File: config.mk
export PLATFORM = sky130hd
export DESIGN_NAME = sysex_eight_to_seven_codec
export DESIGN_NICKNAME = d
export VERILOG_FILES = /design/src/rtl/core/sx87_pkg.sv /design/src/rtl/core/sx87_front.sv /design/src/rtl/core/sx87_fifo.sv /design/src/rtl/core/sx87_back.sv /design/src/rtl/core/sysex_eight_to_seven_codec.sv
export SDC_FILE = /design/constraint.sdc
export NUM_CORES = 1
export LEC_CHECK = 0
export BUFFER_PORTS_ARGS = -buffer_cell sky130_fd_sc_hd__buf_4
export CAP_MARGIN = 20
export CORE_ASPECT_RATIO = 2
export CORE_UTILIZATION = 35
export CTS_BUF_LIST = sky130_fd_sc_hd__clkbuf_16
export CTS_CLUSTER_SIZE = 10
export DETAILED_ROUTE_END_ITERATION = 10
export GPL_ROUTABILITY_DRIVEN = 0
export SETUP_SLACK_MARGIN = 0.02
export SLEW_MARGIN = 20
export SYNTH_ARGS = -nofsm -noshare
export SYNTH_HDL_FRONTEND = slang
export SYNTH_SLANG_ARGS = --single-unit
File: constraint.sdc
create_clock -name clk -period 13.9 [get_ports clk]
set_clock_uncertainty 0.15 [all_clocks]
set_input_delay 2.085 -clock clk [delete_from_list [all_inputs] [get_ports clk]]
set_output_delay 2.085 -clock clk [all_outputs]
set_load 0.01 [all_outputs]
File: src/rtl/core/sx87_pkg.sv
// Package for the SysEx 8-to-7 codec: widths, register indexes, beat and command types.
`timescale 1ns / 1ps
package sx87_pkg;

	// raw byte counter width and the capacity register width
	localparam int COUNT_WIDTH = 16;
	localparam int CAP_WIDTH   = 16;
	localparam int CMP_WIDTH   = (COUNT_WIDTH > CAP_WIDTH) ? COUNT_WIDTH : CAP_WIDTH;

	// group geometry: seven 7-bit bytes behind one header
	localparam int GROUP_MAX = 7;
	localparam int GROUP_W   = 3;

	// configuration port
	localparam int CFG_INDEX_W = 4;
	localparam int CFG_DATA_W  = 16;
	localparam logic [CFG_INDEX_W-1:0] REG_CODEC_MODE   = CFG_INDEX_W'(0);
	localparam logic [CFG_INDEX_W-1:0] REG_RAW_CAPACITY = CFG_INDEX_W'(1);
	localparam logic [CAP_WIDTH-1:0]   CAP_RESET        = CAP_WIDTH'(4096);

	// codec modes
	localparam logic MODE_PACK   = 1'b0;
	localparam logic MODE_UNPACK = 1'b1;

	// command queue between front and back
	localparam int FIFO_DEPTH = 2;
	localparam int FIFO_PTR_W = $clog2(FIFO_DEPTH);

	typedef struct packed {
		logic [7:0] data_byte;
		logic       end_of_message;
	} in_t;

	typedef struct packed {
		logic [7:0] out_byte;
		logic       byte_valid;
		logic       out_last;
		logic       overrun;
	} out_t;

	// one unit of work for the back end: a packed group or a single result
	typedef struct packed {
		logic                       is_group;
		logic [GROUP_MAX-1:0][6:0]  held;
		logic [GROUP_W-1:0]         cnt;
		logic [7:0]                 value;
		logic                       byte_valid;
		logic                       eom;
		logic                       overrun;
	} cmd_t;

endpackage

File: src/rtl/core/sx87_front.sv
// Front end: takes input beats and config writes, keeps message state, issues commands.
`timescale 1ns / 1ps
module sx87_front (
	input  logic                                clk,
	input  logic                                arst_n,
	input  logic                                in_valid,
	output logic                                in_ready,
	input  sx87_pkg::in_t                       in_item,
	input  logic                                cfg_valid,
	output logic                                cfg_ready,
	input  logic [sx87_pkg::CFG_INDEX_W-1:0]    cfg_index,
	input  logic [sx87_pkg::CFG_DATA_W-1:0]     cfg_data,
	output logic                                cmd_push,
	output sx87_pkg::cmd_t                      cmd,
	input  logic                                cmd_full
);

	logic                               mode_q;
	logic [sx87_pkg::CAP_WIDTH-1:0]     cap_q;
	logic [sx87_pkg::GROUP_W-1:0]       fill_q, fill_n;
	logic [6:0]                         high_q, high_n;
	logic                               hdr_wait_q, hdr_wait_n;
	logic [sx87_pkg::COUNT_WIDTH-1:0]   raw_count_q, raw_count_n;
	logic                               ovr_q, ovr_n;
	logic [sx87_pkg::GROUP_MAX-1:0][6:0] held_q;

	logic                               accept;
	logic [sx87_pkg::GROUP_W-1:0]       slot;
	logic [sx87_pkg::GROUP_W-1:0]       next_fill;
	logic                               group_done;
	logic [sx87_pkg::GROUP_MAX-1:0][6:0] held_merged;
	logic [6:0]                         high_pack;
	logic                               cap_hit;
	logic                               cfg_wr;

	assign in_ready  = !cmd_full;
	assign cfg_ready = 1'b1;
	assign accept    = in_valid && in_ready;
	assign cfg_wr    = cfg_valid && cfg_ready;

	// group slot and fill bookkeeping
	always_comb begin
		slot = (fill_q >= sx87_pkg::GROUP_W'(sx87_pkg::GROUP_MAX)) ? '0 : fill_q;
		next_fill = slot + sx87_pkg::GROUP_W'(1);
		group_done = (next_fill == sx87_pkg::GROUP_W'(sx87_pkg::GROUP_MAX));
		held_merged = held_q;
		held_merged[slot] = in_item.data_byte[6:0];
		high_pack = high_q;
		high_pack[slot] = high_q[slot] | in_item.data_byte[7];
	end

	// capacity check; the counter limit caps the effective capacity
	assign cap_hit = (sx87_pkg::CMP_WIDTH'(raw_count_q) >= sx87_pkg::CMP_WIDTH'(cap_q))
		|| (raw_count_q == '1);

	// next message state and the command issued for this beat
	always_comb begin
		fill_n      = fill_q;
		high_n      = high_q;
		hdr_wait_n  = hdr_wait_q;
		raw_count_n = raw_count_q;
		ovr_n       = ovr_q;
		cmd_push    = 1'b0;
		cmd         = '0;
		if (accept) begin
			if (mode_q == sx87_pkg::MODE_PACK) begin
				high_n = high_pack;
				fill_n = next_fill;
				if (group_done || in_item.end_of_message) begin
					cmd_push       = 1'b1;
					cmd.is_group   = 1'b1;
					cmd.held       = held_merged;
					cmd.cnt        = next_fill;
					cmd.value      = {1'b0, high_pack};
					cmd.byte_valid = 1'b1;
					cmd.eom        = in_item.end_of_message;
					fill_n         = '0;
					high_n         = '0;
				end
			end else if (hdr_wait_q) begin
				high_n     = in_item.data_byte[6:0];
				hdr_wait_n = 1'b0;
				fill_n     = '0;
				if (in_item.end_of_message) begin
					cmd_push    = 1'b1;
					cmd.eom     = 1'b1;
					cmd.overrun = ovr_q;
				end
			end else begin
				cmd_push = 1'b1;
				cmd.eom  = in_item.end_of_message;
				if (cap_hit) begin
					ovr_n       = 1'b1;
					cmd.overrun = 1'b1;
				end else begin
					cmd.value       = {high_q[slot], in_item.data_byte[6:0]};
					cmd.byte_valid  = 1'b1;
					cmd.overrun     = ovr_q;
					raw_count_n     = raw_count_q + sx87_pkg::COUNT_WIDTH'(1);
				end
				fill_n = next_fill;
				if (group_done) begin
					fill_n     = '0;
					hdr_wait_n = 1'b1;
				end
			end
			// message end returns all message state to idle
			if (in_item.end_of_message) begin
				fill_n      = '0;
				high_n      = '0;
				hdr_wait_n  = 1'b1;
				raw_count_n = '0;
				ovr_n       = 1'b0;
			end
		end
		// a mode write also drops any partial message
		if (cfg_wr && cfg_index == sx87_pkg::REG_CODEC_MODE) begin
			fill_n      = '0;
			high_n      = '0;
			hdr_wait_n  = 1'b1;
			raw_count_n = '0;
			ovr_n       = 1'b0;
		end
	end

	// control and configuration registers
	always_ff @(posedge clk or negedge arst_n) begin
		if (!arst_n) begin
			mode_q      <= sx87_pkg::MODE_PACK;
			cap_q       <= sx87_pkg::CAP_RESET;
			fill_q      <= '0;
			high_q      <= '0;
			hdr_wait_q  <= 1'b1;
			raw_count_q <= '0;
			ovr_q       <= 1'b0;
		end else begin
			fill_q      <= fill_n;
			high_q      <= high_n;
			hdr_wait_q  <= hdr_wait_n;
			raw_count_q <= raw_count_n;
			ovr_q       <= ovr_n;
			if (cfg_wr && cfg_index == sx87_pkg::REG_CODEC_MODE) begin
				mode_q <= cfg_data[0];
			end
			if (cfg_wr && cfg_index == sx87_pkg::REG_RAW_CAPACITY) begin
				cap_q <= cfg_data[sx87_pkg::CAP_WIDTH-1:0];
			end
		end
	end

	// gathered low bits of the open group
	always_ff @(posedge clk) begin
		if (accept && mode_q == sx87_pkg::MODE_PACK) begin
			held_q[slot] <= in_item.data_byte[6:0];
		end
	end

endmodule

File: src/rtl/core/sx87_fifo.sv
// Command queue between the front and back ends.
`timescale 1ns / 1ps
module sx87_fifo (
	input  logic            clk,
	input  logic            arst_n,
	input  logic            push,
	input  sx87_pkg::cmd_t  push_data,
	output logic            full,
	input  logic            pop,
	output logic            head_valid,
	output sx87_pkg::cmd_t  head
);

	sx87_pkg::cmd_t                  mem_q [sx87_pkg::FIFO_DEPTH];
	logic [sx87_pkg::FIFO_PTR_W-1:0] wr_ptr_q, rd_ptr_q;
	logic [sx87_pkg::FIFO_PTR_W:0]   count_q;

	assign full       = (count_q == (sx87_pkg::FIFO_PTR_W+1)'(sx87_pkg::FIFO_DEPTH));
	assign head_valid = (count_q != '0);
	assign head       = mem_q[rd_ptr_q];

	// pointers and fill level
	always_ff @(posedge clk or negedge arst_n) begin
		if (!arst_n) begin
			wr_ptr_q <= '0;
			rd_ptr_q <= '0;
			count_q  <= '0;
		end else begin
			if (push) begin
				wr_ptr_q <= wr_ptr_q + sx87_pkg::FIFO_PTR_W'(1);
			end
			if (pop) begin
				rd_ptr_q <= rd_ptr_q + sx87_pkg::FIFO_PTR_W'(1);
			end
			if (push && !pop) begin
				count_q <= count_q + (sx87_pkg::FIFO_PTR_W+1)'(1);
			end else if (pop && !push) begin
				count_q <= count_q - (sx87_pkg::FIFO_PTR_W+1)'(1);
			end
		end
	end

	// entry storage
	always_ff @(posedge clk) begin
		if (push) begin
			mem_q[wr_ptr_q] <= push_data;
		end
	end

endmodule

File: src/rtl/core/sx87_back.sv
// Back end: expands commands into output beats behind an output register.
`timescale 1ns / 1ps
module sx87_back (
	input  logic            clk,
	input  logic            arst_n,
	input  logic            cmd_valid,
	input  sx87_pkg::cmd_t  cmd,
	output logic            cmd_pop,
	output logic            out_valid,
	input  logic            out_ready,
	output sx87_pkg::out_t  out_item
);

	sx87_pkg::cmd_t               cur_q;
	logic                         cur_valid_q;
	logic [sx87_pkg::GROUP_W-1:0] idx_q;
	logic                         out_valid_q;
	sx87_pkg::out_t               out_q;

	sx87_pkg::out_t               res;
	logic                         res_final;
	logic                         emit;
	logic                         done;
	logic [sx87_pkg::GROUP_W-1:0] byte_idx;

	// result for the current step: header, then held bytes, or a single beat
	always_comb begin
		byte_idx  = idx_q - sx87_pkg::GROUP_W'(1);
		res       = '0;
		res_final = 1'b1;
		if (!cur_q.is_group) begin
			res.out_byte   = cur_q.value;
			res.byte_valid = cur_q.byte_valid;
			res.out_last   = cur_q.eom;
			res.overrun    = cur_q.overrun;
		end else if (idx_q == '0) begin
			res.out_byte   = cur_q.value;
			res.byte_valid = 1'b1;
			res_final      = 1'b0;
		end else begin
			res.out_byte   = {1'b0, cur_q.held[byte_idx]};
			res.byte_valid = 1'b1;
			res_final      = (idx_q == cur_q.cnt);
			res.out_last   = cur_q.eom && (idx_q == cur_q.cnt);
		end
	end

	assign emit      = cur_valid_q && (!out_valid_q || out_ready);
	assign done      = emit && res_final;
	assign cmd_pop   = cmd_valid && (!cur_valid_q || done);
	assign out_valid = out_valid_q;
	assign out_item  = out_q;

	// sequencer control and output valid
	always_ff @(posedge clk or negedge arst_n) begin
		if (!arst_n) begin
			cur_valid_q <= 1'b0;
			idx_q       <= '0;
			out_valid_q <= 1'b0;
		end else begin
			if (cmd_pop) begin
				cur_valid_q <= 1'b1;
				idx_q       <= '0;
			end else if (done) begin
				cur_valid_q <= 1'b0;
			end else if (emit) begin
				idx_q <= idx_q + sx87_pkg::GROUP_W'(1);
			end
			if (emit) begin
				out_valid_q <= 1'b1;
			end else if (out_ready) begin
				out_valid_q <= 1'b0;
			end
		end
	end

	// payload registers
	always_ff @(posedge clk) begin
		if (cmd_pop) begin
			cur_q <= cmd;
		end
		if (emit) begin
			out_q <= res;
		end
	end

endmodule

File: src/rtl/core/sysex_eight_to_seven_codec.sv
// Top level of the streaming SysEx 8-into-7 byte codec.
// Usage:
//  Input beats (in_item: data byte plus end-of-message flag) enter on in_valid/in_ready.
//  Output beats (out_item: byte, byte_valid, out_last, overrun) leave on out_valid/out_ready.
//  Config writes on cfg_valid/cfg_ready: index 0 selects pack (0) or unpack (1) and
//  drops any partial message; index 1 sets the raw byte capacity for unpacking.
//  Other indexes are ignored. cfg_ready is always high; write only while idle.
//  A beat that produces output is written to the command queue, loaded into the back
//  end's current command register, then registered in the output register. The back
//  end emits one beat per cycle unless out_ready stalls it, so unpacking runs at one
//  beat per cycle; a packed group of n bytes gives a header beat, then n byte beats.
//  Pack beats that do not close a group make no output. A two-entry command queue sits
//  between the front and back ends; when it is full in_ready drops. A stalled receiver
//  holds the output register and backs up the queue, then the input.
//  Reset (arst_n low) clears all message state, selects pack mode, and sets capacity 4096.
`timescale 1ns / 1ps
module sysex_eight_to_seven_codec (
	input  logic                             clk,
	input  logic                             arst_n,
	input  logic                             in_valid,
	output logic                             in_ready,
	input  sx87_pkg::in_t                    in_item,
	output logic                             out_valid,
	input  logic                             out_ready,
	output sx87_pkg::out_t                   out_item,
	input  logic                             cfg_valid,
	output logic                             cfg_ready,
	input  logic [sx87_pkg::CFG_INDEX_W-1:0] cfg_index,
	input  logic [sx87_pkg::CFG_DATA_W-1:0]  cfg_data
);

	logic           cmd_push;
	sx87_pkg::cmd_t cmd_in;
	logic           cmd_full;
	logic           cmd_pop;
	logic           head_valid;
	sx87_pkg::cmd_t head;

	sx87_front u_front (
		.clk       (clk),
		.arst_n    (arst_n),
		.in_valid  (in_valid),
		.in_ready  (in_ready),
		.in_item   (in_item),
		.cfg_valid (cfg_valid),
		.cfg_ready (cfg_ready),
		.cfg_index (cfg_index),
		.cfg_data  (cfg_data),
		.cmd_push  (cmd_push),
		.cmd       (cmd_in),
		.cmd_full  (cmd_full)
	);

	sx87_fifo u_fifo (
		.clk        (clk),
		.arst_n     (arst_n),
		.push       (cmd_push),
		.push_data  (cmd_in),
		.full       (cmd_full),
		.pop        (cmd_pop),
		.head_valid (head_valid),
		.head       (head)
	);

	sx87_back u_back (
		.clk       (clk),
		.arst_n    (arst_n),
		.cmd_valid (head_valid),
		.cmd       (head),
		.cmd_pop   (cmd_pop),
		.out_valid (out_valid),
		.out_ready (out_ready),
		.out_item  (out_item)
	);

endmodule

==> reports/results.ini <==
[run_status]
outcome = complete, no violations

[yosys]
ys_ff_latch = 306
syn_nets = 988
synthFlopType = edfxtp_1
postSynthCellCount = 931
ys_async_sr_fraction = 0.176
seq_area_frac_synth = 0.673
synth_cell_types = 64
ys_warn_count = 0
synth-edff-count = 252
avgSynthCellArea_um2 = 14.2
mappedNetlistArea_um2 = 13300

[clocking]
htreeDepth = 2
ctsResizeCount = 0
cts_root_buf = clkbuf_16
cts_tree = built
cts_buffers = 36
ctsHoldBuffers = 0
clockBufferDepth = 3
worstSkewPairLatency_ns = 0.52
cts_setup_buffers = 0
clock_sinks = 306
path_clk_slew_ns = 0.06

[detailed_routing]
avgViaCountPerCell = 5.13
drtIter0Drc = 472
antenna_left = 0
num_vias = 7530
drt-total-wl_mm = 28.7
drcViolationCount = 0
routedWlPerCell_um = 19.6
dr.pass1.iters = 6

[worst_setup_path]
cp-end-kind = register
reg2reg_slack_ns = 10.11
cp_max_fo = 53
cp-start-kind = input port
worst_r2r_path_depth = 14
reg2reg_from = u_back.idx_q[0]
startpoint = in_valid
arrival_ns = 4.53
r2r-end = u_fifo.count_q[1]
required_ns = 14.01
crit_type = input port to register

[global_route]
grt_max_degree = 70
grt_pass1_wl_mm = 45.1
grt-ovfl-total = 0
grt_antenna_before_repair = 0
grt_use_total = 0.154
grt_pass1_vias = 7992

[power]
leakage_nw = 5.63
pwr-share-comb = 0.280
ir_worst_vdd_v = 0.0000891
swShare = 0.312
p_seq_frac = 0.457
finalPower_mw = 3.09
clkPwrFrac = 0.263
p_per_area_nw_per_um2 = 204
power.internal_mw = 2.12
power_switching_mw = 0.965

[final_layout]
area_delta_synth_final_pct = 14.1
post_route_cells_drive_above_1_share = 0.235
multiInputGateArea_um2 = 4050
num-fill-cells = 3446
fin_nets = 1046
n_antenna_cell = 0
regArea_um2 = 8920

[floorplan]
start_util = 0.355
core_um2 = 37300
die_h_um = 277
num_rows = 100
die_w_um = 140
ios = 48
die_area_um2 = 38700

[timing]
fin_crit_sh = 0.318
min_period_ns = 4.43
setup_viol_count_final = 0
worst_slew_pin_slew_ns = 1.01
fmax_mhz = 226
slew_headroom = 0.325
maxSlewViolCount = 0
rsz0062_at_grt = no
finalHoldViolCount = 0
finalSetupTns_ns = 0

[worst_hold_path]
worstHoldEndpoint = u_back.out_valid
worstHoldPathCells = 1
min_from = u_back.cur_valid_q
hp-class = register to register

[placed_design]
hpwl_mm = 18.4
portBuffers = 46

[run]
cap_violations = 0

[metal layers]
| metal | global-route usage | wire length, um |
|---|---|---|
| met4 | 0.0564 | 767 |
| met3 | 0.0228 | 811 |
| met5 | 0 | 0 |
| met1 | 0.154 | 10400 |
| met2 | 0.311 | 16800 |
[placed cells by master, fill, tap and decap left out, types with 3 or more instances in the layout]
master and n:
edfxtp_1 252, mux2_2 103, nand2_1 73, buf_4 59, and2_1 57, inv_1 51
dfrtp_1 51, o21ai_0 50, nor2_1 49, a21oi_1 44, clkbuf_16 36, ha_1 23
mux2i_1 10, nor2b_1 9, or3_1 9, xor2_1 8, mux4_2 8, nor3_1 7
o21ai_1 7, nand3_1 7, nand2b_1 6, nand4_1 6, o221ai_1 6, and3_1 5
or2_2 4, xnor2_1 3, nor3b_1 3, a31oi_1 3, nor4_1 3, a211oi_1 3
or4_1 3, o211ai_1 3
[worst max-delay path by stage]
stage | to | slack, ns
after CTS | u_fifo.mem_q[1][6] | 9.33
after floorplan | u_fifo.mem_q[0][0] | 7.76
after global placement | u_fifo.mem_q[0][6] | 8.87
after detailed placement | u_fifo.mem_q[0][6] | 8.81
final | u_fifo.mem_q[1][6] | 9.47
after global routing | u_fifo.mem_q[0][8] | 9.21
[cell usage after synthesis, types with 3 or more instances]
library cell	count	share of area
nor2_1	49	0.014
nand3_1	7	0.0026
nor3_1	7	0.0026
mux2i_1	10	0.0076
a211oi_1	3	0.0017
buf_2	5	0.0019
buf_4	3	0.0017
and3_1	5	0.0024
a31oi_1	3	0.0014
xor2_1	8	0.0053
xnor2_1	4	0.0026
o21ai_0	50	0.019
nand2b_1	6	0.0028
or2_2	4	0.0019
nor4_1	3	0.0014
and2_1	58	0.027
nand2_1	73	0.021
or4_1	3	0.0017
inv_1	34	0.0096
mux4_2	8	0.014
o221ai_1	6	0.0040
nand4_1	6	0.0028
clkbuf_1	30	0.0085
nor3b_1	3	0.0017
nor2b_1	10	0.0047
o211ai_1	3	0.0017
mux2_2	103	0.088
a21oi_1	44	0.017
or3_1	9	0.0042
edfxtp_1	252	0.57
o21ai_1	7	0.0026
dfrtp_1	52	0.098
ha_1	23	0.022
[stage by stage]
step	utilization	instances	hold WS, ns	setup WS [ns]	instance area [um2]
3_5_place_dp	0.379	1410	0.319	8.81	14100
4_1_cts	0.406	1467	0.331	9.33	15100
5_1_grt	0.406	1467	0.367	9.21	15100
2_1_floorplan	-	931	0.292	7.76	13300
6_report	0.406	1467	0.333	9.47	15100
3_3_place_gp	0.379	1410	0.301	8.87	14100
[logic make-up (layout without fill, tap and decap cells)]
kind of cell / count (synthesis) / after routing / synth area share
XOR/XNOR: 12 / 12 / 0.00793
flip-flops: 306 / 306 / 0.673
other: 1 / 1 / 0.000283
buffers and inverters: 74 / 151 / 0.0223
multiplexers: 123 / 123 / 0.110
AO/OA/AOI/OAI: 136 / 136 / 0.0630
AND/OR/NAND/NOR: 256 / 256 / 0.101
adder cells (fa/ha/maj): 23 / 23 / 0.0217
[final cells by class]
type,instances,share of cell area
Clock inverter,21,0.00637
Timing Repair Buffer,59,0.0293
Multi-Input combinational cell,551,0.268
Sequential cell,306,0.590
Clock buffer,36,0.0596
Tap cell,459,0.0380
Inverter,35,0.00869
[sequential cells by signal, summed over array words and instances (netlist names)]
signal and count:
u_fifo.mem_q 128, u_back.cur_q 64, u_front.held_q 49, u_front.cap_q 16
u_front.raw_count_q 16, u_back.out_item 11, u_front.high_q 7, u_back.idx_q 3
u_front.fill_q 3, u_fifo.count_q 2, u_back.cur_valid_q 1, u_back.out_valid 1
u_fifo.rd_ptr_q 1, u_fifo.wr_ptr_q 1, u_front.hdr_wait_q 1, u_front.mode_q 1
u_front.ovr_q 1
[power by group through the flow]
stage / combinational (mW) / sequential (mW) / clock [mW]
5_1_grt: 0.947 / 1.44 / 0.868
6_report: 0.865 / 1.41 / 0.812
3_5_place_dp: 0.887 / 1.43 / 0
2_1_floorplan: 0.580 / 1.41 / 0
4_1_cts: 0.890 / 1.41 / 0.834
3_3_place_gp: 0.873 / 1.42 / 0
[worst max-delay path, stage by stage]
cell       delay (ns)
buf_4            0.11
and3b_2          0.17
buf_4            0.55
o21ai_1          0.24
inv_2            0.69
a31oi_2          0.22
a2111oi_1        0.45
(Power assumes the default switching activity.)
